--- src/hdl/segtol_pkg.sv ---
`timescale 1ns / 1ps
// ============================================================================
// segtol_pkg
// Shared widths, codes and types for the segment tolerance regression block.
// ============================================================================
package segtol_pkg;

    // Field widths fixed by the waypoint and result formats
    localparam int COORD_W   = 32;
    localparam int DIFF_W    = COORD_W + 1;      // exact coordinate difference
    localparam int SQ_W      = 2 * DIFF_W;       // sum of three squares
    localparam int LEN_W     = 34;               // integer square root width
    localparam int REM_W     = LEN_W + 1;        // square root partial remainder
    localparam int RAD_W     = 2 * LEN_W;        // radicand padded to whole pairs
    localparam int COEF_W    = 32;
    localparam int PROD_W    = 64;               // products wrap at this width
    localparam int CFG_IDX_W = 3;
    localparam int CNT_W     = 6;

    // Iteration counts of the serial units
    localparam int SQ_STEPS   = DIFF_W;
    localparam int ROOT_STEPS = LEN_W;
    localparam int MUL_STEPS  = LEN_W;

    // Saturation bounds of the result
    localparam logic signed [COORD_W-1:0] TOL_MAX = 32'sh7FFF_FFFF;
    localparam logic signed [COORD_W-1:0] TOL_MIN = 32'sh8000_0000;

    // Configuration register indexes
    typedef enum logic [CFG_IDX_W-1:0] {
        REG_OFFSET = 3'd0,
        REG_LENGTH = 3'd1,
        REG_DIR_X  = 3'd2,
        REG_DIR_Y  = 3'd3,
        REG_DIR_Z  = 3'd4
    } cfg_reg_t;

    // Sequencer states
    typedef enum logic [3:0] {
        ST_IDLE,
        ST_MAG,
        ST_SQ,
        ST_ROOT_LD,
        ST_ROOT,
        ST_DIV_LD,
        ST_DIV,
        ST_MUL_LD,
        ST_MUL,
        ST_ROUND,
        ST_SUM,
        ST_FIN
    } state_t;

    // Control of a serial unit: load operands, then one step per cycle
    typedef struct packed {
        logic load;
        logic step;
    } seq_ctl_t;

endpackage

--- src/hdl/segtol_sqacc.sv ---
`timescale 1ns / 1ps
// ============================================================================
// segtol_sqacc
// Bit-serial sum of squares: one multiplier bit of all three axes per cycle.
// ============================================================================
module segtol_sqacc (
    input  logic                          clk,
    input  segtol_pkg::seq_ctl_t          ctl,
    input  logic [segtol_pkg::DIFF_W-1:0] mag_x,
    input  logic [segtol_pkg::DIFF_W-1:0] mag_y,
    input  logic [segtol_pkg::DIFF_W-1:0] mag_z,
    output logic [segtol_pkg::SQ_W-1:0]   sum_sq
);
    import segtol_pkg::*;

    logic [DIFF_W-1:0] mcx_reg, mcy_reg, mcz_reg;
    logic [DIFF_W-1:0] shx_reg, shy_reg, shz_reg;
    logic [SQ_W-1:0]   acc_reg;
    logic [SQ_W-1:0]   pp_x, pp_y, pp_z, acc_next;

    // Partial products selected by the current top multiplier bit
    always_comb
    begin
        pp_x     = shx_reg[DIFF_W-1] ? SQ_W'(mcx_reg) : '0;
        pp_y     = shy_reg[DIFF_W-1] ? SQ_W'(mcy_reg) : '0;
        pp_z     = shz_reg[DIFF_W-1] ? SQ_W'(mcz_reg) : '0;
        acc_next = {acc_reg[SQ_W-2:0], 1'b0} + pp_x + pp_y + pp_z;
    end

    // Operand and accumulator registers, most significant bit first
    always_ff @(posedge clk)
    begin
        if (ctl.load)
        begin
            mcx_reg <= mag_x;
            mcy_reg <= mag_y;
            mcz_reg <= mag_z;
            shx_reg <= mag_x;
            shy_reg <= mag_y;
            shz_reg <= mag_z;
            acc_reg <= '0;
        end
        else if (ctl.step)
        begin
            shx_reg <= {shx_reg[DIFF_W-2:0], 1'b0};
            shy_reg <= {shy_reg[DIFF_W-2:0], 1'b0};
            shz_reg <= {shz_reg[DIFF_W-2:0], 1'b0};
            acc_reg <= acc_next;
        end
    end

    assign sum_sq = acc_reg;

endmodule

--- config.mk ---
export PLATFORM = sky130hd
export DESIGN_NAME = segtol_sqacc
export DESIGN_NICKNAME = d
export VERILOG_FILES = /design/src/hdl/segtol_pkg.sv /design/src/hdl/segtol_sqacc.sv
export SDC_FILE = /design/constraint.sdc
export NUM_CORES = 1
export LEC_CHECK = 0
export ABC_AREA = 1
export BUFFER_PORTS_ARGS = -buffer_cell sky130_fd_sc_hd__buf_2
export CORE_AREA = 2 2 189 191
export DETAILED_ROUTE_END_ITERATION = 7
export DIE_AREA = 0 0 191 193
export RECOVER_POWER = 100
export SLEW_MARGIN = 20
export SYNTH_ARGS = -nofsm -noshare
export SYNTH_HDL_FRONTEND = slang
export SYNTH_SLANG_ARGS = --single-unit
--- constraint.sdc ---
create_clock -name clk -period 13.05 [get_ports clk]
set_clock_uncertainty 0.05 [all_clocks]
set_input_delay 1.9575 -clock clk [delete_from_list [all_inputs] [get_ports clk]]
set_output_delay 1.9575 -clock clk [all_outputs]
set_load 0.1 [all_outputs]
==> results_dict.tcl <==
set metrics [dict create \
    status "finished with violations" \
    violations "capacitance limit, slew limit" \
    timing.final.crit_share 0.615 \
    routed_wl_um 42900 \
    ys_types 39 \
    fillers 3552 \
    synth_edf_count 198 \
    rsz0062_at_grt "false" \
    worstPathMaxFanout 94 \
    vias 12600 \
    cp.required_ps 13290 \
    clkTransAtPathRegs_ps 60 \
    critPathCaptureType "flop" \
    start_kind "primary input" \
    multi_input_area_sq_mm 0.00674 \
    r2r_setup_slack_ps 8850 \
    antenna_found_initial 0 \
    final_cells 2590 \
    finalSetupTns_ps 0 \
    grt_pass1_wl_um 66600 \
    cts_tree "yes" \
    area_delta_synth_final_pct 12.8 \
    reg2reg_depth 21 \
    max-vdd-ir-drop_uv 106 \
    drive_gt1_frac 0.0409 \
    syn-cell-area_sq_mm 0.0156 \
    critPathArrivalTime_ps 8270 \
    async_reset_ff_frac 0 \
    p_per_area_mw_per_mm2 198 \
    synth-seq-area-share 0.467 \
    clock.fmax_ghz 0.124 \
    dp_cells 2537 \
    first_pass_iters 5 \
    setup_viol 0 \
    route.antenna.remaining_nets 0 \
    setup.worst_path.end "shx_reg[29]" \
    placementRows 69 \
    die_x_um 191 \
    detail_route.wl_per_cell_um 16.6 \
    seqCellArea_sq_mm 0.00727 \
    finalNetCount 2310 \
    grt-ovfl-total 0 \
    via_per_inst 4.87 \
    grt_pass1_vias 12000 \
    fin_crit_ps 8030 \
    die_h_um 193 \
    ys_seq_elements 264 \
    avgSynthCellArea_sq_um 7.97 \
    cts_buffers 29 \
    r2r-start "shx_reg[32]" \
    clock_latency_ps 570 \
    yosys_most_used_dff "edfxtp_1" \
    holdBufCountCts 0 \
    place_hpwl_um 32200 \
    clock_path_buffers 3 \
    worst_slew_pin_slew_ps 4360 \
    grt_usage 0.235 \
    max_slew_margin -1.91 \
    hp-start "shz_reg[1]" \
    criticalPathCategory "primary input to flop" \
    synth_warnings 0 \
    postCtsSetupBuffers 0 \
    place_congestion 0.946 \
    hold_viol 0 \
    port-buffer-count 167 \
    synth_fp_nets 2153 \
    start_util 0.445 \
    h-tree-depth 1 \
    clock-sinks 264 \
    cts.repair.resized 0 \
    die-area_sq_mm 0.0369 \
    drtIter0Drc 981 \
    largest_reg_flops 66 \
    pin_count 168 \
    power.leakage_nw 8.46 \
    slew_viol_final 220 \
    r2r-end "sum_sq[40]" \
    hold_class "flop to flop" \
    root_buffer "clkbuf_16" \
    drc 0 \
    cap_violations 4 \
    grt_max_degree 95 \
    crit_path_start "ctl[1]" \
    core_area_sq_mm 0.0350 \
    antennaDiodeCount 0 \
    syn-instance-count 1951 \
]
[power by group]
| group | internal [W] | switching, W | total, W |
|---|---|---|---|
| registers | 0.00102 | 0.0000633 | 0.00108 |
| clock network | 0.000444 | 0.000340 | 0.000783 |
| logic | 0.000429 | 0.00117 | 0.00160 |
| total | 0.00189 | 0.00158 | 0.00347 |
[area by class of cell]
| type | instances | share of cell area |
|---|---|---|
| Timing Repair Buffer | 177 | 0.0417 |
| Clock inverter | 20 | 0.00877 |
| Sequential cell | 264 | 0.414 |
| Clock buffer | 32 | 0.0420 |
| Inverter | 357 | 0.0764 |
| Tap cell | 461 | 0.0329 |
| Multi-Input combinational cell | 1279 | 0.384 |
[logic make-up after synthesis]
kind of cell | after synthesis | share of synthesized area
AND/OR/NAND/NOR | 1036 | 0.267
buffers and inverters | 408 | 0.0996
flip-flops | 264 | 0.467
AO/OA/AOI/OAI | 118 | 0.0405
adder cells (fa/ha/maj) | 100 | 0.112
XOR/XNOR | 25 | 0.0141
[worst min path at each step]
| stage | to | slack, ps | cells past startpoint |
|---|---|---|---|
| after global placement | shx_reg[30] | 440 | 2 |
| after CTS | shz_reg[2] | 460 | 2 |
| after detailed placement | shz_reg[30] | 440 | 2 |
| after global routing | shx_reg[30] | 480 | 2 |
| after floorplan | shx_reg[10] | 440 | 2 |
| final | shz_reg[2] | 450 | 2 |
[per-stage QoR]
stage                      util  total power, W  worst slack [ps]  hold WS (ps)  cell area, sq um
after floorplan               -         0.00231              7190           437             15600
after global placement    0.482         0.00270              8380           439             16800
after detailed placement  0.482         0.00271              8340           445             16800
after CTS                 0.507         0.00351              8870           458             17700
after global routing      0.502         0.00372              4450           480             17600
final                     0.502         0.00347              5020           455             17600
[synth_stat cells (all sizes together) (19+ instances only)]
cell	number	area, sq um
nor2	99	389
nand2	806	3050
fa	66	1320
clkbuf	36	135
edfxtp	198	5950
nand3	91	455
inv	357	1340
o21ai	33	165
dfxtp	66	1320
ha	34	425
a21oi	66	330
nor3	19	126
[placed cells by master (no fill, tap or decap), types with 13 or more instances in the layout]
cell       instances
nor3_1            14
clkbuf_1         158
fa_1              66
dfxtp_1           66
o21ai_0           30
clkbuf_16         29
nand2_1          800
a21oi_1           66
xor2_1            14
nand4_1           13
inv_1            351
nand3_1           91
ha_1              34
edfxtp_1         198
buf_2             14
nor2_1            94
[metal layers]
metal  GRT usage  part of all wire  up-vias
met2       0.371              0.45      323
met4      0.0692             0.025        0
met1       0.341              0.48     5888
li1            -                 -     6333
met5           0                 0        -
met3      0.0288             0.049       65
[critical path: stages]
cell      delay [ps]
clkbuf_1        2910
inv_1            860
clkbuf_1        1710
nand2_1          460
nand2_1           90
Power figures use the tool's default switching activity.
