$ cat src/hdl/segtol_pkg.sv
`timescale 1ns / 1ps
// ============================================================================
// segtol_pkg
// Shared widths, codes and types for the segment tolerance regression block.
// ============================================================================
package segtol_pkg;

    // Field widths fixed by the waypoint and result formats
    localparam int COORD_W   = 32;
    localparam int DIFF_W    = COORD_W + 1;      // exact coordinate difference
    localparam int SQ_W      = 2 * DIFF_W;       // sum of three squares
    localparam int LEN_W     = 34;               // integer square root width
    localparam int REM_W     = LEN_W + 1;        // square root partial remainder
    localparam int RAD_W     = 2 * LEN_W;        // radicand padded to whole pairs
    localparam int COEF_W    = 32;
    localparam int PROD_W    = 64;               // products wrap at this width
    localparam int CFG_IDX_W = 3;
    localparam int CNT_W     = 6;

    // Iteration counts of the serial units
    localparam int SQ_STEPS   = DIFF_W;
    localparam int ROOT_STEPS = LEN_W;
    localparam int MUL_STEPS  = LEN_W;

    // Saturation bounds of the result
    localparam logic signed [COORD_W-1:0] TOL_MAX = 32'sh7FFF_FFFF;
    localparam logic signed [COORD_W-1:0] TOL_MIN = 32'sh8000_0000;

    // Configuration register indexes
    typedef enum logic [CFG_IDX_W-1:0] {
        REG_OFFSET = 3'd0,
        REG_LENGTH = 3'd1,
        REG_DIR_X  = 3'd2,
        REG_DIR_Y  = 3'd3,
        REG_DIR_Z  = 3'd4
    } cfg_reg_t;

    // Sequencer states
    typedef enum logic [3:0] {
        ST_IDLE,
        ST_MAG,
        ST_SQ,
        ST_ROOT_LD,
        ST_ROOT,
        ST_DIV_LD,
        ST_DIV,
        ST_MUL_LD,
        ST_MUL,
        ST_ROUND,
        ST_SUM,
        ST_FIN
    } state_t;

    // Control of a serial unit: load operands, then one step per cycle
    typedef struct packed {
        logic load;
        logic step;
    } seq_ctl_t;

endpackage

$ cat src/hdl/segtol_mul.sv
`timescale 1ns / 1ps
// ============================================================================
// segtol_mul
// Shift-and-add coefficient multiplier with a fixed point rounding step.
// The magnitude product wraps at 64 bits and is rounded half away from zero.
// ============================================================================
module segtol_mul #(
    parameter int FRAC = 16,
    parameter int MW   = 34
) (
    input  logic                                clk,
    input  segtol_pkg::seq_ctl_t                ctl,
    input  logic                                rnd,
    input  logic signed [segtol_pkg::COEF_W-1:0] coef,
    input  logic [MW-1:0]                       mplier,
    input  logic                                neg_in,
    output logic [segtol_pkg::PROD_W-FRAC-1:0]  term,
    output logic                                neg
);
    import segtol_pkg::*;

    localparam int TW = PROD_W - FRAC;

    logic [COEF_W-1:0] mcand_reg, coef_mag;
    logic [MW-1:0]     mpl_reg;
    logic [PROD_W-1:0] acc_reg, acc_next, rounded;
    logic [TW-1:0]     term_reg;
    logic              neg_reg;

    always_comb
    begin
        coef_mag = coef[COEF_W-1] ? (~coef + 1'b1) : coef;
        acc_next = {acc_reg[PROD_W-2:0], 1'b0}
                 + (mpl_reg[MW-1] ? PROD_W'(mcand_reg) : '0);
        rounded  = acc_reg + (PROD_W'(1) << (FRAC - 1));
    end

    // Multiplier bits are taken most significant first
    always_ff @(posedge clk)
    begin
        if (ctl.load)
        begin
            mcand_reg <= coef_mag;
            mpl_reg   <= mplier;
            acc_reg   <= '0;
            neg_reg   <= coef[COEF_W-1] ^ neg_in;
        end
        else if (ctl.step)
        begin
            mpl_reg <= {mpl_reg[MW-2:0], 1'b0};
            acc_reg <= acc_next;
        end

        if (rnd)
        begin
            term_reg <= rounded[PROD_W-1:FRAC];
        end
    end

    assign term = term_reg;
    assign neg  = neg_reg;

endmodule

$ cat config.mk
export PLATFORM = sky130hd
export DESIGN_NAME = segtol_mul
export DESIGN_NICKNAME = d
export VERILOG_FILES = /design/src/hdl/segtol_pkg.sv /design/src/hdl/segtol_mul.sv
export SDC_FILE = /design/constraint.sdc
export NUM_CORES = 1
export LEC_CHECK = 0
export CAP_MARGIN = 20
export CORE_UTILIZATION = 55
export DETAILED_ROUTE_END_ITERATION = 10
export DONT_BUFFER_PORTS = 1
export PLACE_DENSITY = 0.7
export REMOVE_ABC_BUFFERS = 1
export SLEW_MARGIN = 20
export SYNTH_ARGS = -nofsm -noshare
export SYNTH_HDL_FRONTEND = slang
export SYNTH_SLANG_ARGS = --single-unit
$ cat constraint.sdc
create_clock -name clk -period 3.98 [get_ports clk]
set_clock_uncertainty 0.15 [all_clocks]
set_input_delay 0 -clock clk [delete_from_list [all_inputs] [get_ports clk]]
set_output_delay 0 -clock clk [all_outputs]
set_load 0.005 [all_outputs]
==> results of run 1 <==
==> area by class of cell <==
class                   instances  share of cell area [%]
multi-input cells             755                   42.67
clock buffers                  20                   3.823
flip-flops and latches        179                   39.53
repair buffers                117                   9.924
well taps                     229                   2.392
inverters                      22                  0.6894
clock inverters                12                  0.9715
==> cells by family after synthesis <==
family	synth area share, %
adders and majority gates	4.273
xor gates and xnor gates	10.20
AOI/OAI and AO/OA	12.50
and+or+nand+nor	18.14
buffers and inverters	2.914
DFF	46.73
muxes	5.248
==> worst max-delay path, delay by kind of cell <==
kind / cells / cell delay, ps
buffers and inverters: 3 / 1260
and+or+nand+nor: 4 / 980
xor gates and xnor gates: 1 / 160
adders and majority gates: 1 / 160
AOI/OAI and AO/OA: 3 / 1200
==> cell usage after synthesis (6+ instances only) <==
| library cell | instances | area, µm² |
|---|---|---|
| xor2_1 | 35 | 306.5 |
| a21o_1 | 14 | 105.1 |
| ha_1 | 33 | 412.9 |
| a311oi_1 | 12 | 105.1 |
| or3_1 | 20 | 125.1 |
| mux2i_1 | 16 | 160.2 |
| edfxtp_1 | 115 | 3453 |
| xnor2_1 | 83 | 727.0 |
| nand2_1 | 92 | 345.3 |
| nand4_1 | 17 | 106.4 |
| o21ai_0 | 39 | 195.2 |
| clkbuf_1 | 49 | 183.9 |
| dfxtp_1 | 64 | 1281 |
| inv_1 | 22 | 82.58 |
| nor4_1 | 6 | 37.54 |
| a211oi_1 | 25 | 187.7 |
| o31ai_1 | 10 | 75.07 |
| and2_1 | 39 | 244.0 |
| mux2_2 | 33 | 371.6 |
| nor2_1 | 88 | 330.3 |
| or4_1 | 9 | 67.56 |
| and3_1 | 18 | 112.6 |
| o211ai_1 | 6 | 45.04 |
| a21oi_1 | 44 | 220.2 |
| and4_1 | 6 | 52.55 |
| nand3_1 | 32 | 160.2 |
| nor3_1 | 16 | 80.08 |
==> worst paths after layout <==
| kind | from | to |
|---|---|---|
| worst max register to register | mpl_reg[33]$_DFFE_PP_ | acc_reg[35]$_SDFFE_PP0P_ |
| worst max-delay path | coef[0] | mcand_reg[28]$_DFFE_PP_ |
| worst min register to register | acc_reg[13]$_SDFFE_PP0P_ | acc_reg[13]$_SDFFE_PP0P_ |
| worst min-delay path | ctl[0] | acc_reg[0]$_SDFFE_PP0P_ |
==> routing by layer <==
layer	global-route usage, %	share of wire, %
met5	0	0
met4	8.394	1.7
met3	5.372	6.5
met2	45.06	48
met1	35.92	44
==> repair_timing <==
| item | 4_1_cts | 5_1_grt |
|---|---|---|
| setup endpoints to repair | 0 | 13 |
| setup buffers | 0 | 2 |
| hold endpoints to repair | 212 | 1 |
| gates resized for setup | 0 | 3 |
| hold buffers | 101 | 2 |
==> power by group <==
part,switching [mW],internal (mW)
Combinational,0.411,0.371
Sequential,0.128,2.17
Clock,0.753,0.913
Total,1.29,3.45
==> flow_summary.yaml, run 1 <==
cells_and_area:
  post-route-util_pct: 66.45
  seqCellArea_mm2: 0.004735
  mostFrequentLayoutCell: "edfxtp_1"
  final_nets: 1197
  drive_gt1_share_pct: 8.959
  antenna_cells: 0
  largest_reg_flops: 64
  fill_cells: 1436
  area_delta_synth_final_pct: 18.21
  multi_input_area_mm2: 0.005111
  final_cell_mix: "edfxtp_1, dlygate4sd3_1, nand2_1"
  layoutNonFillerInstCount: 1334
  fin_area_mm2: 0.01198
place:
  post_dp_cell_area_mm2: 0.01030
  io_buffers: 0
  pre_cts_slack_ps: 215.6
  placed_cells: 1197
  dp_hpwl_mm: 15.70
  place_congestion: 0.8966
critical_path:
  crit_fanout: 6
  end_kind: "flip-flop"
  cpPeakStageDelay_ps: 610
  path_class: "in -> reg"
  required_ps: 4010
  crit_arrival_ps: 3750
  reg2reg_depth: 12
  path_cells: "dlygate4sd3_1, inv_1, ha_1, or3b_2, o31ai_1, nand2_1, a21oi_2, nand2_1, a21oi_1, nand2_1, xor2_1, dlygate4sd3_1"
  regToRegSetupSlack_ps: 280
  crit_path_frequent_cell: "nand2_1"
  cp_slowest_cell: "dlygate4sd3_1"
  critPathLaunchType: "primary input"
floorplanning:
  core-area_mm2: 0.01802
  die_x_um: 137.7
  die_h_um: 137.7
  die-area_mm2: 0.01897
  io_pins: 120
  start_util_pct: 56.21
  num_rows: 49
cts:
  cts_tree: "built"
  clockRootBuffer: "clkbuf_16"
  cts_made_buffers: 17
  clk_latency_ps: 440
  clockBufferDepth: 2
  clock-sinks: 179
  clk_pin_slew_ps: 80
  ctsHtreeMaxLevel: 4
power:
  vdd_drop_max_mv: 0.3267
  power.density_mw_per_mm2: 395.9
  leakagePower_nw: 4.425
  totalPowerFinal_mw: 4.742
synth:
  ys_seq_area_share_pct: 46.73
  synth_edf_count: 115
  syn_avg_cell_area_um2: 10.03
  synthCells: 1010
  ys.flop_type: "edfxtp_1"
  syn_area_mm2: 0.01013
  synthDistinctLibCells: 66
  async_flop_share_pct: 0
  yosysWarnings: 0
  ys_ff_latch: 179
min_path:
  whs_path_depth: 3
  hold_path_class: "in -> reg"
route:
  drt-vias-per-instance: 5.984
  first_pass_iters: 5
  wl_per_cell_um: 18.69
  drc_errors: 0
  wirelength_mm: 24.93
  drtIter0Drc: 600
  vias: 7983
  antenna_left: 0
sta:
  finalSetupViolCount: 0
  hold_slack_ps: 110.9
  slew_headroom_pct: 49.25
  finalCritPeriodShare_pct: 93.59
  tightestPinTransition_ps: 758.5
  fin_tns_setup_ps: 0
  max_freq_ghz: 0.2685
  finalHoldViolCount: 0
  finalMaxSlewViolations: 0
  period_minus_slack_ps: 3725
  worst_slack_ps: 255.1
global_routing:
  grt_pass1_vias: 7725
  antenna_found_initial: 0
  grt_max_degree: 128
  grt_first_pass_wirelength_mm: 39.72
  grt-ovfl-total: 0
  grt_usage_pct: 27.28
run_status:
  status: "finished, final reports clean"
run:
  max_cap_viol_count: 0
Power figures use the tool's default switching activity.
==> run 2, diff against run 1 <==
--- a/config.mk
+++ b/config.mk
@@ -6,10 +6,12 @@
 export NUM_CORES = 1
 export LEC_CHECK = 0
 export CAP_MARGIN = 20
-export CORE_UTILIZATION = 55
+export CELL_PAD_IN_SITES_DETAIL_PLACEMENT = 1
+export CELL_PAD_IN_SITES_GLOBAL_PLACEMENT = 2
+export CORE_UTILIZATION = 41
 export DETAILED_ROUTE_END_ITERATION = 10
 export DONT_BUFFER_PORTS = 1
-export PLACE_DENSITY = 0.7
+export PLACE_DENSITY_LB_ADDON = 0.1
 export REMOVE_ABC_BUFFERS = 1
 export SLEW_MARGIN = 20
 export SYNTH_ARGS = -nofsm -noshare
==> run 2 against run 1 <==
  * Worst setup slack worse by 86 ps
  * Register-to-register slack worse by 110 ps
  * Die area up 34%
  * Hold slack worse by 74 ps
  * Combinational power up 4.2%
  * Via count down 1.2%
  * Fmax down 2.3%
==> flow_summary.yaml, run 2 (synthesized netlist as in run 1, its figures left out) <==
global_routing:
  antenna_found_initial: 4
  grt_max_degree: 128
  grt-ovfl-total: 0
  grt_pass1_vias: 8291
  grt_usage_pct: 22.81
  grt_first_pass_wirelength_mm: 45.69
place:
  pre_cts_slack_ps: 147.6
  io_buffers: 0
  place_congestion: 0.8185
  dp_hpwl_mm: 18.90
cts:
  cts_made_buffers: 17
  clk_latency_ps: 430
  clock-sinks: 179
  clockBufferDepth: 2
  cts_tree: "built"
  clk_pin_slew_ps: 80
  ctsHtreeMaxLevel: 4
  clockRootBuffer: "clkbuf_16"
route:
  first_pass_iters: 4
  wl_per_cell_um: 19.43
  wirelength_mm: 28.05
  vias: 7887
  drt-vias-per-instance: 5.462
  antenna_left: 0
  drtIter0Drc: 332
  drc_errors: 0
critical_path:
  cp_slowest_cell: "or4_1"
  crit_buf_inv: 1
  reg2reg_from: "mpl_reg[33]$_DFFE_PP_"
  cp.depth: 11
  crit_arrival_ps: 4000
  cpPeakStageDelay_ps: 500
  path_class: "reg -> reg"
  timing.rr.end: "acc_reg[62]$_SDFFE_PP0P_"
  path_cells: "buf_4, and2_1, ha_1, nand2_1, or3_1, o221a_2, a21oi_2, a221oi_4, or2_2, or4_1, a311oi_1"
  crit_path_end: "acc_reg[62]$_SDFFE_PP0P_"
  crit_fanout: 20
  critPathLaunch: "mpl_reg[33]$_DFFE_PP_"
  regToRegSetupSlack_ps: 170
  required_ps: 4170
  reg2reg_depth: 11
  critPathLaunchType: "flip-flop"
  end_kind: "flip-flop"
  critPathTopFamily: "simple AND/OR/NAND/NOR gates"
run_status:
  status: "finished, final reports clean"
sta:
  period_minus_slack_ps: 3811
  fin_tns_setup_ps: 0
  finalCritPeriodShare_pct: 95.76
  max_freq_ghz: 0.2624
  finalMaxSlewViolations: 0
  hold_slack_ps: 36.99
  slew_headroom_pct: 28.96
  finalSetupViolCount: 0
  finalHoldViolCount: 0
  tightestPinTransition_ps: 1062
  grt_setup_unrepaired: "true"
  worst_slack_ps: 168.9
cells_and_area:
  fill_cells: 2657
  final_nets: 1208
  final_cell_mix: "edfxtp_1, dlygate4sd3_1, nand2_1"
  drive_gt1_share_pct: 10.30
  area_delta_synth_final_pct: 20.77
  largest_reg_flops: 64
  mostFrequentLayoutCell: "edfxtp_1"
power:
  power.density_mw_per_mm2: 397.7
  vdd_drop_max_mv: 0.2451
  totalPowerFinal_mw: 4.867
  leakagePower_nw: 4.502
floorplanning:
  io_pins: 120
  start_util_pct: 41.79
  die_x_um: 159.2
  die_h_um: 159.2
  num_rows: 57
  die-area_mm2: 0.02534
  core-area_mm2: 0.02425
run:
  max_cap_viol_count: 0
min_path:
  hold_path_class: "in -> reg"
## run 2: cell count changes in the layout (fill, tap and decap cells not counted), sizes merged
cell,previous run,this run
buf,17,32
dlygate4sd3,100,96
clkinvlp,1,0
inv,29,31
diode,0,4
clkbuf,20,17
clkinv,3,5
## run 2: worst min-delay path by stage
stage / start / to / slack (ps) / depth (start not counted)
3_3_place_gp: ctl[1] / acc_reg[56]$_SDFFE_PP0P_ / -60 / 1
4_1_cts: coef[21] / mcand_reg[28]$_DFFE_PP_ / 1 / 5
3_5_place_dp: coef[0] / mcand_reg[0]$_DFFE_PP_ / -50 / 0
6_report: coef[3] / mcand_reg[8]$_DFFE_PP_ / 40 / 5
5_1_grt: coef[3] / mcand_reg[8]$_DFFE_PP_ / 60 / 5
2_1_floorplan: ctl[1] / acc_reg[0]$_SDFFE_PP0P_ / -80 / 1
## run 2: metrics by stage
step,std cells,utilization (%),area (µm²)
global route,1443,50.45,12230
floorplan,956,-,9920
detailed placement,1309,43.48,10540
global placement,1309,43.48,10540
CTS,1440,50.36,12210
finish,1444,50.46,12240
## run 2: report_power, final
part | total (mW) | switching (mW) | internal, mW
combinational | 0.815 | 0.434 | 0.381
sequential | 2.29 | 0.123 | 2.17
clock | 1.76 | 0.845 | 0.919
total | 4.87 | 1.40 | 3.46
## run 2: final cells by class
type                       count  area (µm²)  share of cell area [%]
multi-input combinational    755        5119                   41.83
sequential                   179        4735                   38.69
timing repair buffer         128        1261                   10.31
clock buffer                  17       425.4                   3.476
tap                          324       405.4                   3.313
clock inverter                15       198.9                   1.626
inverter                      22       82.58                  0.6748
antenna                        4       10.01                 0.08180
## run 2: routing by layer
metal	vias up	track usage [%]	wire, µm	share of wire [%]
li1	3886	-	-	-
met1	3826	30.98	13420	48
met2	152	38.04	13320	47
met3	23	4.142	1049	3.7
met4	0	4.633	259	0.92
met5	-	0	0	0
## run 2: timing repair
| action | 4_1_cts | 5_1_grt |
|---|---|---|
| hold buffers | 99 | 0 |
| endpoints found under the setup margin | 0 | 11 |
| hold endpoints to repair | 212 | 0 |
| gates resized for setup | 0 | 3 |
| buffers inserted | 0 | 0 |
## run 2: tightest hold or removal path: stages
cell,delay (ps)
or3b_2,110
o31ai_1,70
buf_4,140
nand2_1,70
xor2_1,70
