**src/hdl/segtol_pkg.sv**
```systemverilog
`timescale 1ns / 1ps
// ============================================================================
// segtol_pkg
// Shared widths, codes and types for the segment tolerance regression block.
// ============================================================================
package segtol_pkg;

    // Field widths fixed by the waypoint and result formats
    localparam int COORD_W   = 32;
    localparam int DIFF_W    = COORD_W + 1;      // exact coordinate difference
    localparam int SQ_W      = 2 * DIFF_W;       // sum of three squares
    localparam int LEN_W     = 34;               // integer square root width
    localparam int REM_W     = LEN_W + 1;        // square root partial remainder
    localparam int RAD_W     = 2 * LEN_W;        // radicand padded to whole pairs
    localparam int COEF_W    = 32;
    localparam int PROD_W    = 64;               // products wrap at this width
    localparam int CFG_IDX_W = 3;
    localparam int CNT_W     = 6;

    // Iteration counts of the serial units
    localparam int SQ_STEPS   = DIFF_W;
    localparam int ROOT_STEPS = LEN_W;
    localparam int MUL_STEPS  = LEN_W;

    // Saturation bounds of the result
    localparam logic signed [COORD_W-1:0] TOL_MAX = 32'sh7FFF_FFFF;
    localparam logic signed [COORD_W-1:0] TOL_MIN = 32'sh8000_0000;

    // Configuration register indexes
    typedef enum logic [CFG_IDX_W-1:0] {
        REG_OFFSET = 3'd0,
        REG_LENGTH = 3'd1,
        REG_DIR_X  = 3'd2,
        REG_DIR_Y  = 3'd3,
        REG_DIR_Z  = 3'd4
    } cfg_reg_t;

    // Sequencer states
    typedef enum logic [3:0] {
        ST_IDLE,
        ST_MAG,
        ST_SQ,
        ST_ROOT_LD,
        ST_ROOT,
        ST_DIV_LD,
        ST_DIV,
        ST_MUL_LD,
        ST_MUL,
        ST_ROUND,
        ST_SUM,
        ST_FIN
    } state_t;

    // Control of a serial unit: load operands, then one step per cycle
    typedef struct packed {
        logic load;
        logic step;
    } seq_ctl_t;

endpackage

```
**src/hdl/segtol_isqrt.sv**
```systemverilog
`timescale 1ns / 1ps
// ============================================================================
// segtol_isqrt
// Digit-by-digit integer square root, one root bit per cycle, rounded down.
// ============================================================================
module segtol_isqrt (
    input  logic                         clk,
    input  segtol_pkg::seq_ctl_t         ctl,
    input  logic [segtol_pkg::SQ_W-1:0]  radicand,
    output logic [segtol_pkg::LEN_W-1:0] root
);
    import segtol_pkg::*;

    logic [RAD_W-1:0] rad_reg;
    logic [REM_W-1:0] rem_reg;
    logic [LEN_W-1:0] root_reg;
    logic [REM_W+1:0] shifted, trial, diff;
    logic             fits;

    // Bring down the next pair of radicand bits and try a one root bit
    always_comb
    begin
        shifted = {rem_reg, rad_reg[RAD_W-1 -: 2]};
        trial   = {1'b0, root_reg, 2'b01};
        fits    = (shifted >= trial);
        diff    = shifted - trial;
    end

    always_ff @(posedge clk)
    begin
        if (ctl.load)
        begin
            rad_reg  <= RAD_W'(radicand);
            rem_reg  <= '0;
            root_reg <= '0;
        end
        else if (ctl.step)
        begin
            rad_reg  <= {rad_reg[RAD_W-3:0], 2'b00};
            rem_reg  <= fits ? diff[REM_W-1:0] : shifted[REM_W-1:0];
            root_reg <= {root_reg[LEN_W-2:0], fits};
        end
    end

    assign root = root_reg;

endmodule

```
**config.mk**
```make
export PLATFORM = sky130hd
export DESIGN_NAME = segtol_isqrt
export DESIGN_NICKNAME = d
export VERILOG_FILES = /design/src/hdl/segtol_pkg.sv /design/src/hdl/segtol_isqrt.sv
export SDC_FILE = /design/constraint.sdc
export NUM_CORES = 1
export LEC_CHECK = 0
export BUFFER_PORTS_ARGS = -buffer_cell sky130_fd_sc_hd__buf_2
export CAP_MARGIN = 20
export CORE_ASPECT_RATIO = 1.4
export CORE_MARGIN = 2
export CORE_UTILIZATION = 58
export CTS_CLUSTER_SIZE = 40
export DETAILED_ROUTE_END_ITERATION = 10
export GPL_ROUTABILITY_DRIVEN = 0
export PLACE_DENSITY_LB_ADDON = 0.12
export RECOVER_POWER = 50
export SETUP_SLACK_MARGIN = 0.15
export SYNTH_ARGS = -nofsm -noshare
export SYNTH_HDL_FRONTEND = slang
export SYNTH_SLANG_ARGS = --single-unit
```
**constraint.sdc**
```tcl
create_clock -name clk -period 3.6 [get_ports clk]
set_input_delay 0 -clock clk [delete_from_list [all_inputs] [get_ports clk]]
set_output_delay 0 -clock clk [all_outputs]
set_load 0.005 [all_outputs]
```
==> results of run 1 <==
## area by class of cell
type,instances,area [sq um]
multi-input combinational,541,3940
sequential,137,3400
fill,906,3390
timing repair buffer,176,1210
clock buffer,20,479
tap,178,223
inverter,47,176
clock inverter,12,104
## through the flow
step           util (%)  std cells
6_report           73.8       1111
2_1_floorplan         -        768
3_3_place_gp       64.4       1013
4_1_cts            74.0       1111
5_1_grt            73.8       1111
3_5_place_dp       64.4       1013
## kinds of logic after synthesis
family	after synthesis	synth area share, %
xor+xnor	28	3.18
buf+inv	90	4.77
flops	137	44.2
mux	118	16.4
fa+ha+maj	36	5.84
compound gates	157	13.8
simple gates	202	11.8
## final timing paths
check / to / slack (ns) / cells past startpoint / startpoint
max: rem_reg[27] / 0.41 / 11 / root[1]
min: rem_reg[2] / 0.15 / 3 / ctl[0]
max reg2reg: rem_reg[27] / 0.41 / 11 / root[1]
min reg2reg: rem_reg[24] / 0.49 / 2 / rem_reg[24]
## synthesized netlist by cell type, drive strengths merged, types with 2 or more instances
master	instances
and2	2
o21a	7
mux2	64
and3	3
nand3	12
a31oi	4
a211o	3
o21ai	28
o31ai	2
o21bai	5
nand4b	4
nand4	12
a211oi	30
clkbuf	33
a21boi	2
o41a	2
o211ai	2
inv	47
nor3	17
or3	2
nor2b	7
dfxtp	71
mux2i	54
nor2	92
a21o	15
xor2	10
ha	36
xnor2	18
nand2	40
a31o	2
a21oi	43
edfxtp	66
a22o	2
nand2b	5
nor4	3
buf	10
## worst max-delay path, delay by kind of cell (launching register included)
kind | cells | cell delay (ns)
AO/OA/AOI/OAI | 6 | 1.72
XOR/XNOR | 1 | 0.16
adder cells (fa/ha/maj) | 1 | 0.35
buffers and inverters | 1 | 0.06
flip-flops | 1 | 0.37
AND/OR/NAND/NOR | 2 | 0.32
## layer usage
layer	up-vias	global-route usage (%)
li1	3080	-
met1	3040	31.3
met2	185	51.4
met3	50	5.09
met4	0	11.5
met5	-	0
## power groups by stage
stage | Clock, mW | Combinational (mW) | Sequential [mW]
final | 1.73 | 3.78 | 2.05
after global routing | 1.81 | 4.14 | 2.07
after CTS | 1.73 | 3.71 | 2.03
after detailed placement | 0 | 3.62 | 2.06
after global placement | 0 | 3.55 | 2.05
after floorplan | 0 | 2.95 | 2.02
## what timing repair did
action | in CTS | in global routing
resized for setup | 0 | 0
hold buffers | 66 | 0
hold endpoints to repair | 66 | 0
buffers inserted | 0 | 0
==> results.cfg, run 1 <==
[detailed_routing]
drt-total-wl_mm = 19.3
drc = 0
top_layer = met4
drt_first_pass_iters = 5
wl_per_cell_um = 17.3
wl_met2_mm = 10.4
met3_length_um = 723
drt_iter0_drc = 404
ant_nets = 0
vias_per_cell = 5.72
m1WireLength_mm = 7.60
route.vias.total = 6355

[floorplanning]
dieArea_sq_um = 14200
die_w_um = 101
core_area_sq_um = 12900
initial_core_util_pct = 59.6
ios = 103
die_h_um = 140
num_rows = 49

[final_layout]
largest_reg_flops = 68
final_area_sq_um = 9540
final_cell_mix = 92 x nor2_1, 83 x buf_2, 71 x dfxtp_1
synthToLayoutAreaGrowth_pct = 23.8
fin_nets = 1025
final_common_cell = nor2_1
insertedDiodeCount = 0
drive_gt1_share_pct = 20.9

[pwr]
pwr-share-comb_pct = 50.0
switchingPower_mw = 3.04
p_int_mw = 4.52
p_per_area_nw_per_um2 = 792
power_frac_seq_pct = 27.1
clock_power_share_pct = 22.9
switching_share_pct = 40.2
ir_worst_vdd_mv = 0.381
p_total_mw = 7.56
p_leak_nw = 3.98

[logic_synthesis]
synth_area_sq_um = 7710
synth_top_area_share_pct = 25.7
synth-edff-count = 66
yosysSeqAreaShare_pct = 44.2
yosysUniqueCellTypes = 56
yosys_warnings = 0
synth_fp_nets = 873
synth.avg_cell_area_sq_um = 10.0
ys_seq_elements = 137
synth.area.top_cells = edfxtp_1 26%, dfxtp_1 18%, mux2_2 9.4%
netlist_instances = 768
synth_largest_area_cell = edfxtp_1
synth-main-ff-cell = dfxtp_1
async_flop_share_pct = 0

[critical_path]
crit_fanout = 5
path_class = flop to flop
crit_path_max_incr_delay_ns = 0.46
cp.required_ns = 3.82
crit_path_cell_trace = inv_1 -> ha_1 -> o21a_1 -> a2bb2oi_1 -> nand3_1 -> a31o_2 -> a2111oi_2 -> nor2_1 -> o21ai_0 -> xnor2_1 -> o22ai_1
startpoint_type = flop
worstPathArrival_ns = 3.41
endpoint_kind = flop
cpMaxStageDelayCell = a2111oi_2

[timing]
fin_ws_ns = 0.407
fmaxAchievable_ghz = 0.313
whs_ns = 0.150
hold_violations = 0
tightestPinTransition_ns = 2.58
grt_setup_unrepaired = false
final.min_clock_period_ns = 3.19
setup-violations-final = 0
slew_viol_final = 139
timing.setup.tns_ns = 0
maxSlewHeadroom_pct = -72.1
min_period_over_period_pct = 88.7
finClkSkew_ns = 0.0122

[clock_network]
clock_tree.root_cell = clkbuf_16
cts_tree = built
insertion_delay_ns = 0.43
cts_sinks = 137
cts_buffers = 17
cts_max_path_buffers = 2
ctsHtreeMaxLevel = 4
clk_pin_slew_ns = 0.06

[global_routing]
antenna_found_initial = 0
grt_max_degree = 52
grt_pass1_vias = 6434
grt_pass1_wl_mm = 31.5
grt_usage_pct = 28.1
grt-ovfl-total = 0

[status]
failed_checks = max-capacitance violations, max-slew violations
outcome = finished with violations

[placement]
portBuffers = 102
pre_cts_ws_ns = 0.543
dpl_cell_area_sq_um = 8330
dp_hpwl_mm = 11.9

[worst_hold_path]
min_path_type = input pin to flop

[job]
cap_viol_max_count = 3
Note: power is estimated with default switching activity, not from simulation.
==> run 2, diff against run 1 <==
--- a/config.mk
+++ b/config.mk
@@ -5,11 +5,13 @@
 export SDC_FILE = /design/constraint.sdc
 export NUM_CORES = 1
 export LEC_CHECK = 0
+export ABC_AREA = 1
 export BUFFER_PORTS_ARGS = -buffer_cell sky130_fd_sc_hd__buf_2
 export CAP_MARGIN = 20
 export CORE_ASPECT_RATIO = 1.4
 export CORE_MARGIN = 2
-export CORE_UTILIZATION = 58
+export CORE_UTILIZATION = 59
+export CTS_CLUSTER_DIAMETER = 50
 export CTS_CLUSTER_SIZE = 40
 export DETAILED_ROUTE_END_ITERATION = 10
 export GPL_ROUTABILITY_DRIVEN = 0
==> run 2 against run 1 <==
- the flow still finishes with violations (max-capacitance violations, max-slew violations)
- fmax is 17% higher
- hold slack better by 0.080 ns
- via count is 35% higher
- sequential cell count stayed put
- sequential share of layout area is 2.8 points lower
- critical path depth is 6 lower
- non-clock buffer count is 1 higher
- clock-buffer cell count is 2 lower
- synthesized cell count is 62% higher
- critical endpoint is now rad_reg[40]
- largest cell class unchanged
- highest routed layer unchanged
==> results.cfg, run 2 <==
[status]
outcome = finished with violations
failed_checks = max-capacitance violations, max-slew violations

[logic_synthesis]
synth_fp_nets = 1352
ys_seq_elements = 137
synth-edff-count = 66
yosysUniqueCellTypes = 37
yosysSeqAreaShare_pct = 39.8
ys_top_cells_by_count = 516 x nand2_1, 178 x inv_1, 81 x nand3_1
synth.area.top_cells = edfxtp_1 23%, nand2_1 23%, dfxtp_1 17%
yosys_warnings = 0
synth_top_area_share_pct = 23.2
netlist_instances = 1247
synth_largest_area_cell = edfxtp_1
synth_most_common_cell = nand2_1
synth.avg_cell_area_sq_um = 6.85
synth_area_sq_um = 8540
synth-main-ff-cell = dfxtp_1
async_flop_share_pct = 0

[critical_path]
reg2reg_depth = 14
rr_startpoint = root[26]
endpoint_kind = flop
crit_fanout = 92
crit_family = buffers and inverters
crit_path_max_incr_delay_ns = 1.06
crit_cells = 5
crit_start = ctl[1]
crit_path_cell_trace = clkbuf_1 -> inv_1 -> clkbuf_2 -> nand2_1 -> nand2_1
cp.required_ns = 3.78
r2r_end = rem_reg[5]
crit_path_end = rad_reg[40]
ff2ff_setup_slack_ns = 0.87
startpoint_type = input pin
worstPathArrival_ns = 2.92
cpMaxStageDelayCell = clkbuf_1
worst-path-buf-inv = 3
path_common_cell = nand2_1
path_class = input pin to flop

[final_layout]
largest_reg_flops = 68
synthToLayoutAreaGrowth_pct = 21.4
fin_nets = 1504
multi_input_area_sq_um = 4220
final_cell_mix = 515 x nand2_1, 178 x inv_1, 92 x buf_2
fillers = 1145
drive_gt1_share_pct = 11.8
final_common_cell = nand2_1
seq_area_sq_um = 3400

[floorplanning]
initial_core_util_pct = 59.7
ios = 103
die_w_um = 106
dieArea_sq_um = 15500
die_h_um = 146
num_rows = 52
core_area_sq_um = 14300

[timing]
hold_violations = 0
maxSlewHeadroom_pct = -22.5
slew_viol_final = 166
tightestPinTransition_ns = 1.84
setup-violations-final = 0
final.min_clock_period_ns = 2.74
min_period_over_period_pct = 76.0
fmaxAchievable_ghz = 0.365
timing.setup.tns_ns = 0
finClkSkew_ns = 0.0107
grt_setup_unrepaired = false

[detailed_routing]
vias_per_cell = 5.36
drt_first_pass_iters = 5
drt-total-wl_mm = 24.4
drc = 0
drt_iter0_drc = 577
route.vias.total = 8591
ant_nets = 0
wl_per_cell_um = 15.2

[placement]
dp_hpwl_mm = 15.5
portBuffers = 102

[clock_network]
clock_tree.root_cell = clkbuf_16
cts_sinks = 137
post_cts_resized = 0
cts_max_path_buffers = 2
cts_tree = built
cts_buffers = 17
clk_pin_slew_ns = 0.06
insertion_delay_ns = 0.44
ctsHtreeMaxLevel = 4

[global_routing]
grt-ovfl-total = 0
grt_max_degree = 93
antenna_found_initial = 1
grt_pass1_wl_mm = 40.1
grt_usage_pct = 32.5
grt_pass1_vias = 8638

[worst_hold_path]
min_path_type = input pin to flop
hp-start = ctl[0]

[job]
cap_viol_max_count = 3
-- run 2: changes by cell type after synthesis, moves of 20 or more --
cell,change
mux2i_1,-54
o22ai_1,+32
nand4_1,+31
a21oi_1,-20
inv_1,+131
mux2_2,-64
nand2_1,+476
nand3_1,+69
nor2_1,-20
a211oi_1,-28
-- run 2: kinds of logic after synthesis --
| family | count (synthesis) | share of synthesized area, % |
|---|---|---|
| AND/OR/NAND/NOR | 756 | 37.4 |
| buffers and inverters | 228 | 10.8 |
| flip-flops | 137 | 39.8 |
| AO/OA/AOI/OAI | 75 | 5.19 |
| adder cells (fa/ha/maj) | 36 | 5.27 |
| XOR/XNOR | 15 | 1.54 |
-- run 2: worst register-to-register path: stages, from the launching register on --
cell and delay, ns:
dfxtp_1 0.32, inv_1 0.07, ha_1 0.36, nand2_1 0.17, inv_1 0.06, nand2_1 0.06, and2_1 0.17, nand2_1 0.10
a21oi_1 0.21, nand2_2 0.09, nand2_2 0.55, nand4_1 0.21, nand3_1 0.14, nand2_1 0.06, inv_1 0.10
-- run 2: cell type report --
type                    instances  area share, %
multi-input cells             882           40.7
clock inverters                14           1.57
diodes                          1         0.0241
repair buffers                177           11.8
well taps                     189           2.28
flip-flops and latches        137           32.8
clock buffers                  18           4.14
inverters                     184           6.66
-- run 2: worst min-delay path by stage --
stage                        to  slack [ns]  depth (start not counted)
floorplan            rad_reg[0]        0.17                          2
global placement     rad_reg[0]        0.25                          3
detailed placement   rad_reg[1]        0.26                          3
CTS                 rem_reg[28]        0.07                          2
global route         rem_reg[1]        0.27                          4
finish               rem_reg[1]        0.23                          4
-- run 2: through the flow --
stage          area [sq um]  std cells  util [%]  hold WS [ns]  worst slack [ns]
2_1_floorplan          8540       1247         -         0.173             0.670
3_3_place_gp           9130       1503      63.8         0.253              1.05
3_5_place_dp           9130       1503      63.8         0.262              1.01
4_1_cts               10400       1601      72.6        0.0732             0.932
5_1_grt               10400       1602      72.4         0.269             0.602
6_report              10400       1602      72.4         0.230             0.863
-- run 2: repair_timing --
action | in CTS | in global routing
endpoints found under the hold margin | 66 | 0
endpoints found under the setup margin | 0 | 0
hold buffers | 66 | 0
setup buffers | 0 | 0
-- run 2: per-layer routing --
layer  GRT usage [%]  wire length [um]  vias to the layer above
met4            17.9              1100                        0
met1            35.4              9460                     3940
li1                -                 -                     4252
met3            7.14              1220                       89
met5               0                 0                        -
met2            58.0             12600                      310
Power of run 2 is not shown: default switching activity piles up to over one toggle a cycle in this logic, so the estimate is an artifact.
==> run 3, diff against run 2 <==
--- a/config.mk
+++ b/config.mk
@@ -10,7 +10,7 @@
 export CAP_MARGIN = 20
 export CORE_ASPECT_RATIO = 1.4
 export CORE_MARGIN = 2
-export CORE_UTILIZATION = 59
+export CORE_UTILIZATION = 54
 export CTS_CLUSTER_DIAMETER = 50
 export CTS_CLUSTER_SIZE = 40
 export DETAILED_ROUTE_END_ITERATION = 10
==> constraint.sdc (replaced) <==
create_clock -name clk -period 2.28 [get_ports clk]
set_input_delay 0 -clock clk [delete_from_list [all_inputs] [get_ports clk]]
set_output_delay 0 -clock clk [all_outputs]
set_load 0.005 [all_outputs]
==> run 3 against run 2 <==
- the run now ends clean
- clock-buffer cell count is the same
- global-route usage shrank 0.36 points
- sequential cell count is the same
- first-iteration DRC count grew 33%
- core utilization grew 4.2 points
- sequential share of layout area shrank 3.9 points
- worst setup slack lost 0.79 ns
- die area grew 9.0%
- cell count grew 4.2%
- routed wire length grew 13%
- critical path depth grew 8
- clock skew is essentially flat
- critical path type is now flop to flop
- critical endpoint is now rem_reg[29]
- highest routed layer unchanged
==> results.cfg, run 3 (synthesis results as in run 2) <==
[critical_path]
worstPathArrival_ns = 2.46
crit_path_end = rem_reg[29]
crit_fanout = 8
startpoint_type = flop
crit_start = rem_reg[24]
endpoint_kind = flop
cp.required_ns = 2.53
ff2ff_setup_slack_ns = 0.08
reg2reg_depth = 13
path_class = flop to flop
r2r_end = rem_reg[29]
rr_startpoint = rem_reg[24]

[worst_hold_path]
hold_depth = 5
min_path_type = input pin to flop

[final_layout]
final_util_pct = 76.6
synthToLayoutAreaGrowth_pct = 39.4
final_common_cell = nand2_1
fillers = 1137
insertedDiodeCount = 0
final_cell_mix = 458 x nand2_1, 141 x inv_1, 95 x buf_2
multi_input_area_sq_um = 5140
largest_reg_flops = 68
fin_nets = 1565
drive_gt1_share_pct = 30.1
seq_area_sq_um = 3450

[job]
cap_viol_max_count = 0

[detailed_routing]
ant_nets = 0
drc = 0
drt-total-wl_mm = 27.4
wl_met2_mm = 13.7
m1WireLength_mm = 10.1
drt_iter0_drc = 770
top_layer = met4
vias_per_cell = 5.48
wl_per_cell_um = 16.4
route.vias.total = 9143
drt_first_pass_iters = 5
met3_length_mm = 1.85

[status]
outcome = finished, final reports clean

[global_routing]
grt-ovfl-total = 0
grt_pass1_wl_mm = 42.5
grt_usage_pct = 32.1
grt_pass1_vias = 8809
antenna_found_initial = 0
grt_max_degree = 93

[timing]
slew_viol_final = 0
grt_setup_unrepaired = true
fmaxAchievable_ghz = 0.454
hold_violations = 0
min_period_over_period_pct = 96.6
final.min_clock_period_ns = 2.20
tightestPinTransition_ns = 1.42
maxSlewHeadroom_pct = 5.12
setup-violations-final = 0
finClkSkew_ns = 0.0112

[clock_network]
clock_tree.root_cell = clkbuf_16
insertion_delay_ns = 0.43
cts_buffers = 17
cts_max_path_buffers = 2
ctsHtreeMaxLevel = 4
cts_sinks = 137
cts_tree = built
clk_pin_slew_ns = 0.06

[floorplanning]
core_area_sq_um = 15500
die_h_um = 153
num_rows = 54
die_w_um = 110
initial_core_util_pct = 55.0
dieArea_sq_um = 16900
ios = 103

[placement]
dp_hpwl_mm = 16.3
portBuffers = 102
run 3: repair_timing:
action                     in CTS  in global routing
setup endpoints to repair      36                 36
hold buffers                   66                  0
setup buffers                  12                 21
gates cloned                    1                  2
hold endpoints to repair       66                  0
resized for setup             102                163
pin swaps                      20                 75
run 3: layout make-up:
class / count / area share, %
clock buffers: 18 / 3.60
clock inverters: 14 / 1.15
inverters: 184 / 5.84
multi-input cells: 882 / 43.2
flip-flops and latches: 137 / 29.0
well taps: 196 / 2.06
repair buffers: 238 / 15.2
run 3: worst min-delay path by stage:
stage | from | to
after floorplan | radicand[0] | rad_reg[0]
after global placement | radicand[1] | rad_reg[1]
after detailed placement | radicand[0] | rad_reg[0]
after CTS | ctl[0] | rem_reg[1]
after global routing | ctl[0] | rem_reg[1]
final | ctl[0] | rem_reg[1]
run 3: metal layers:
layer  global-route usage, %  vias up
met3                    7.25      163
met5                       0        -
met4                    18.3        0
li1                        -     4385
met2                    55.1      452
met1                    35.8     4143
run 3: critical path: stages (launching register included):
cell and delay [ns]:
dfxtp_1 0.41, ha_4 0.25, nand2_2 0.11, nor2_4 0.06, buf_4 0.13, nand2_1 0.07, nand2_2 0.09, a21oi_4 0.16
nand4_4 0.22, buf_12 0.23, nand2_8 0.10, nor2_1 0.05, nor2_1 0.09, nor2_1 0.05
run 3: stage by stage:
stage	std cells	setup WS, ns	hold slack (ns)	setup TNS [ns]	cell area, sq um
after global placement	1536	0.0113	0.255	0	9390
after detailed placement	1536	-0.0119	0.261	-0.0119	9390
final	1669	0.0784	0.215	0	11900
after global routing	1669	-0.00878	0.289	-0.0180	11900
after floorplan	1247	0.330	0.173	0	8540
after CTS	1647	0.150	0.195	0	11300
Power of run 3 is left out for the same reason.
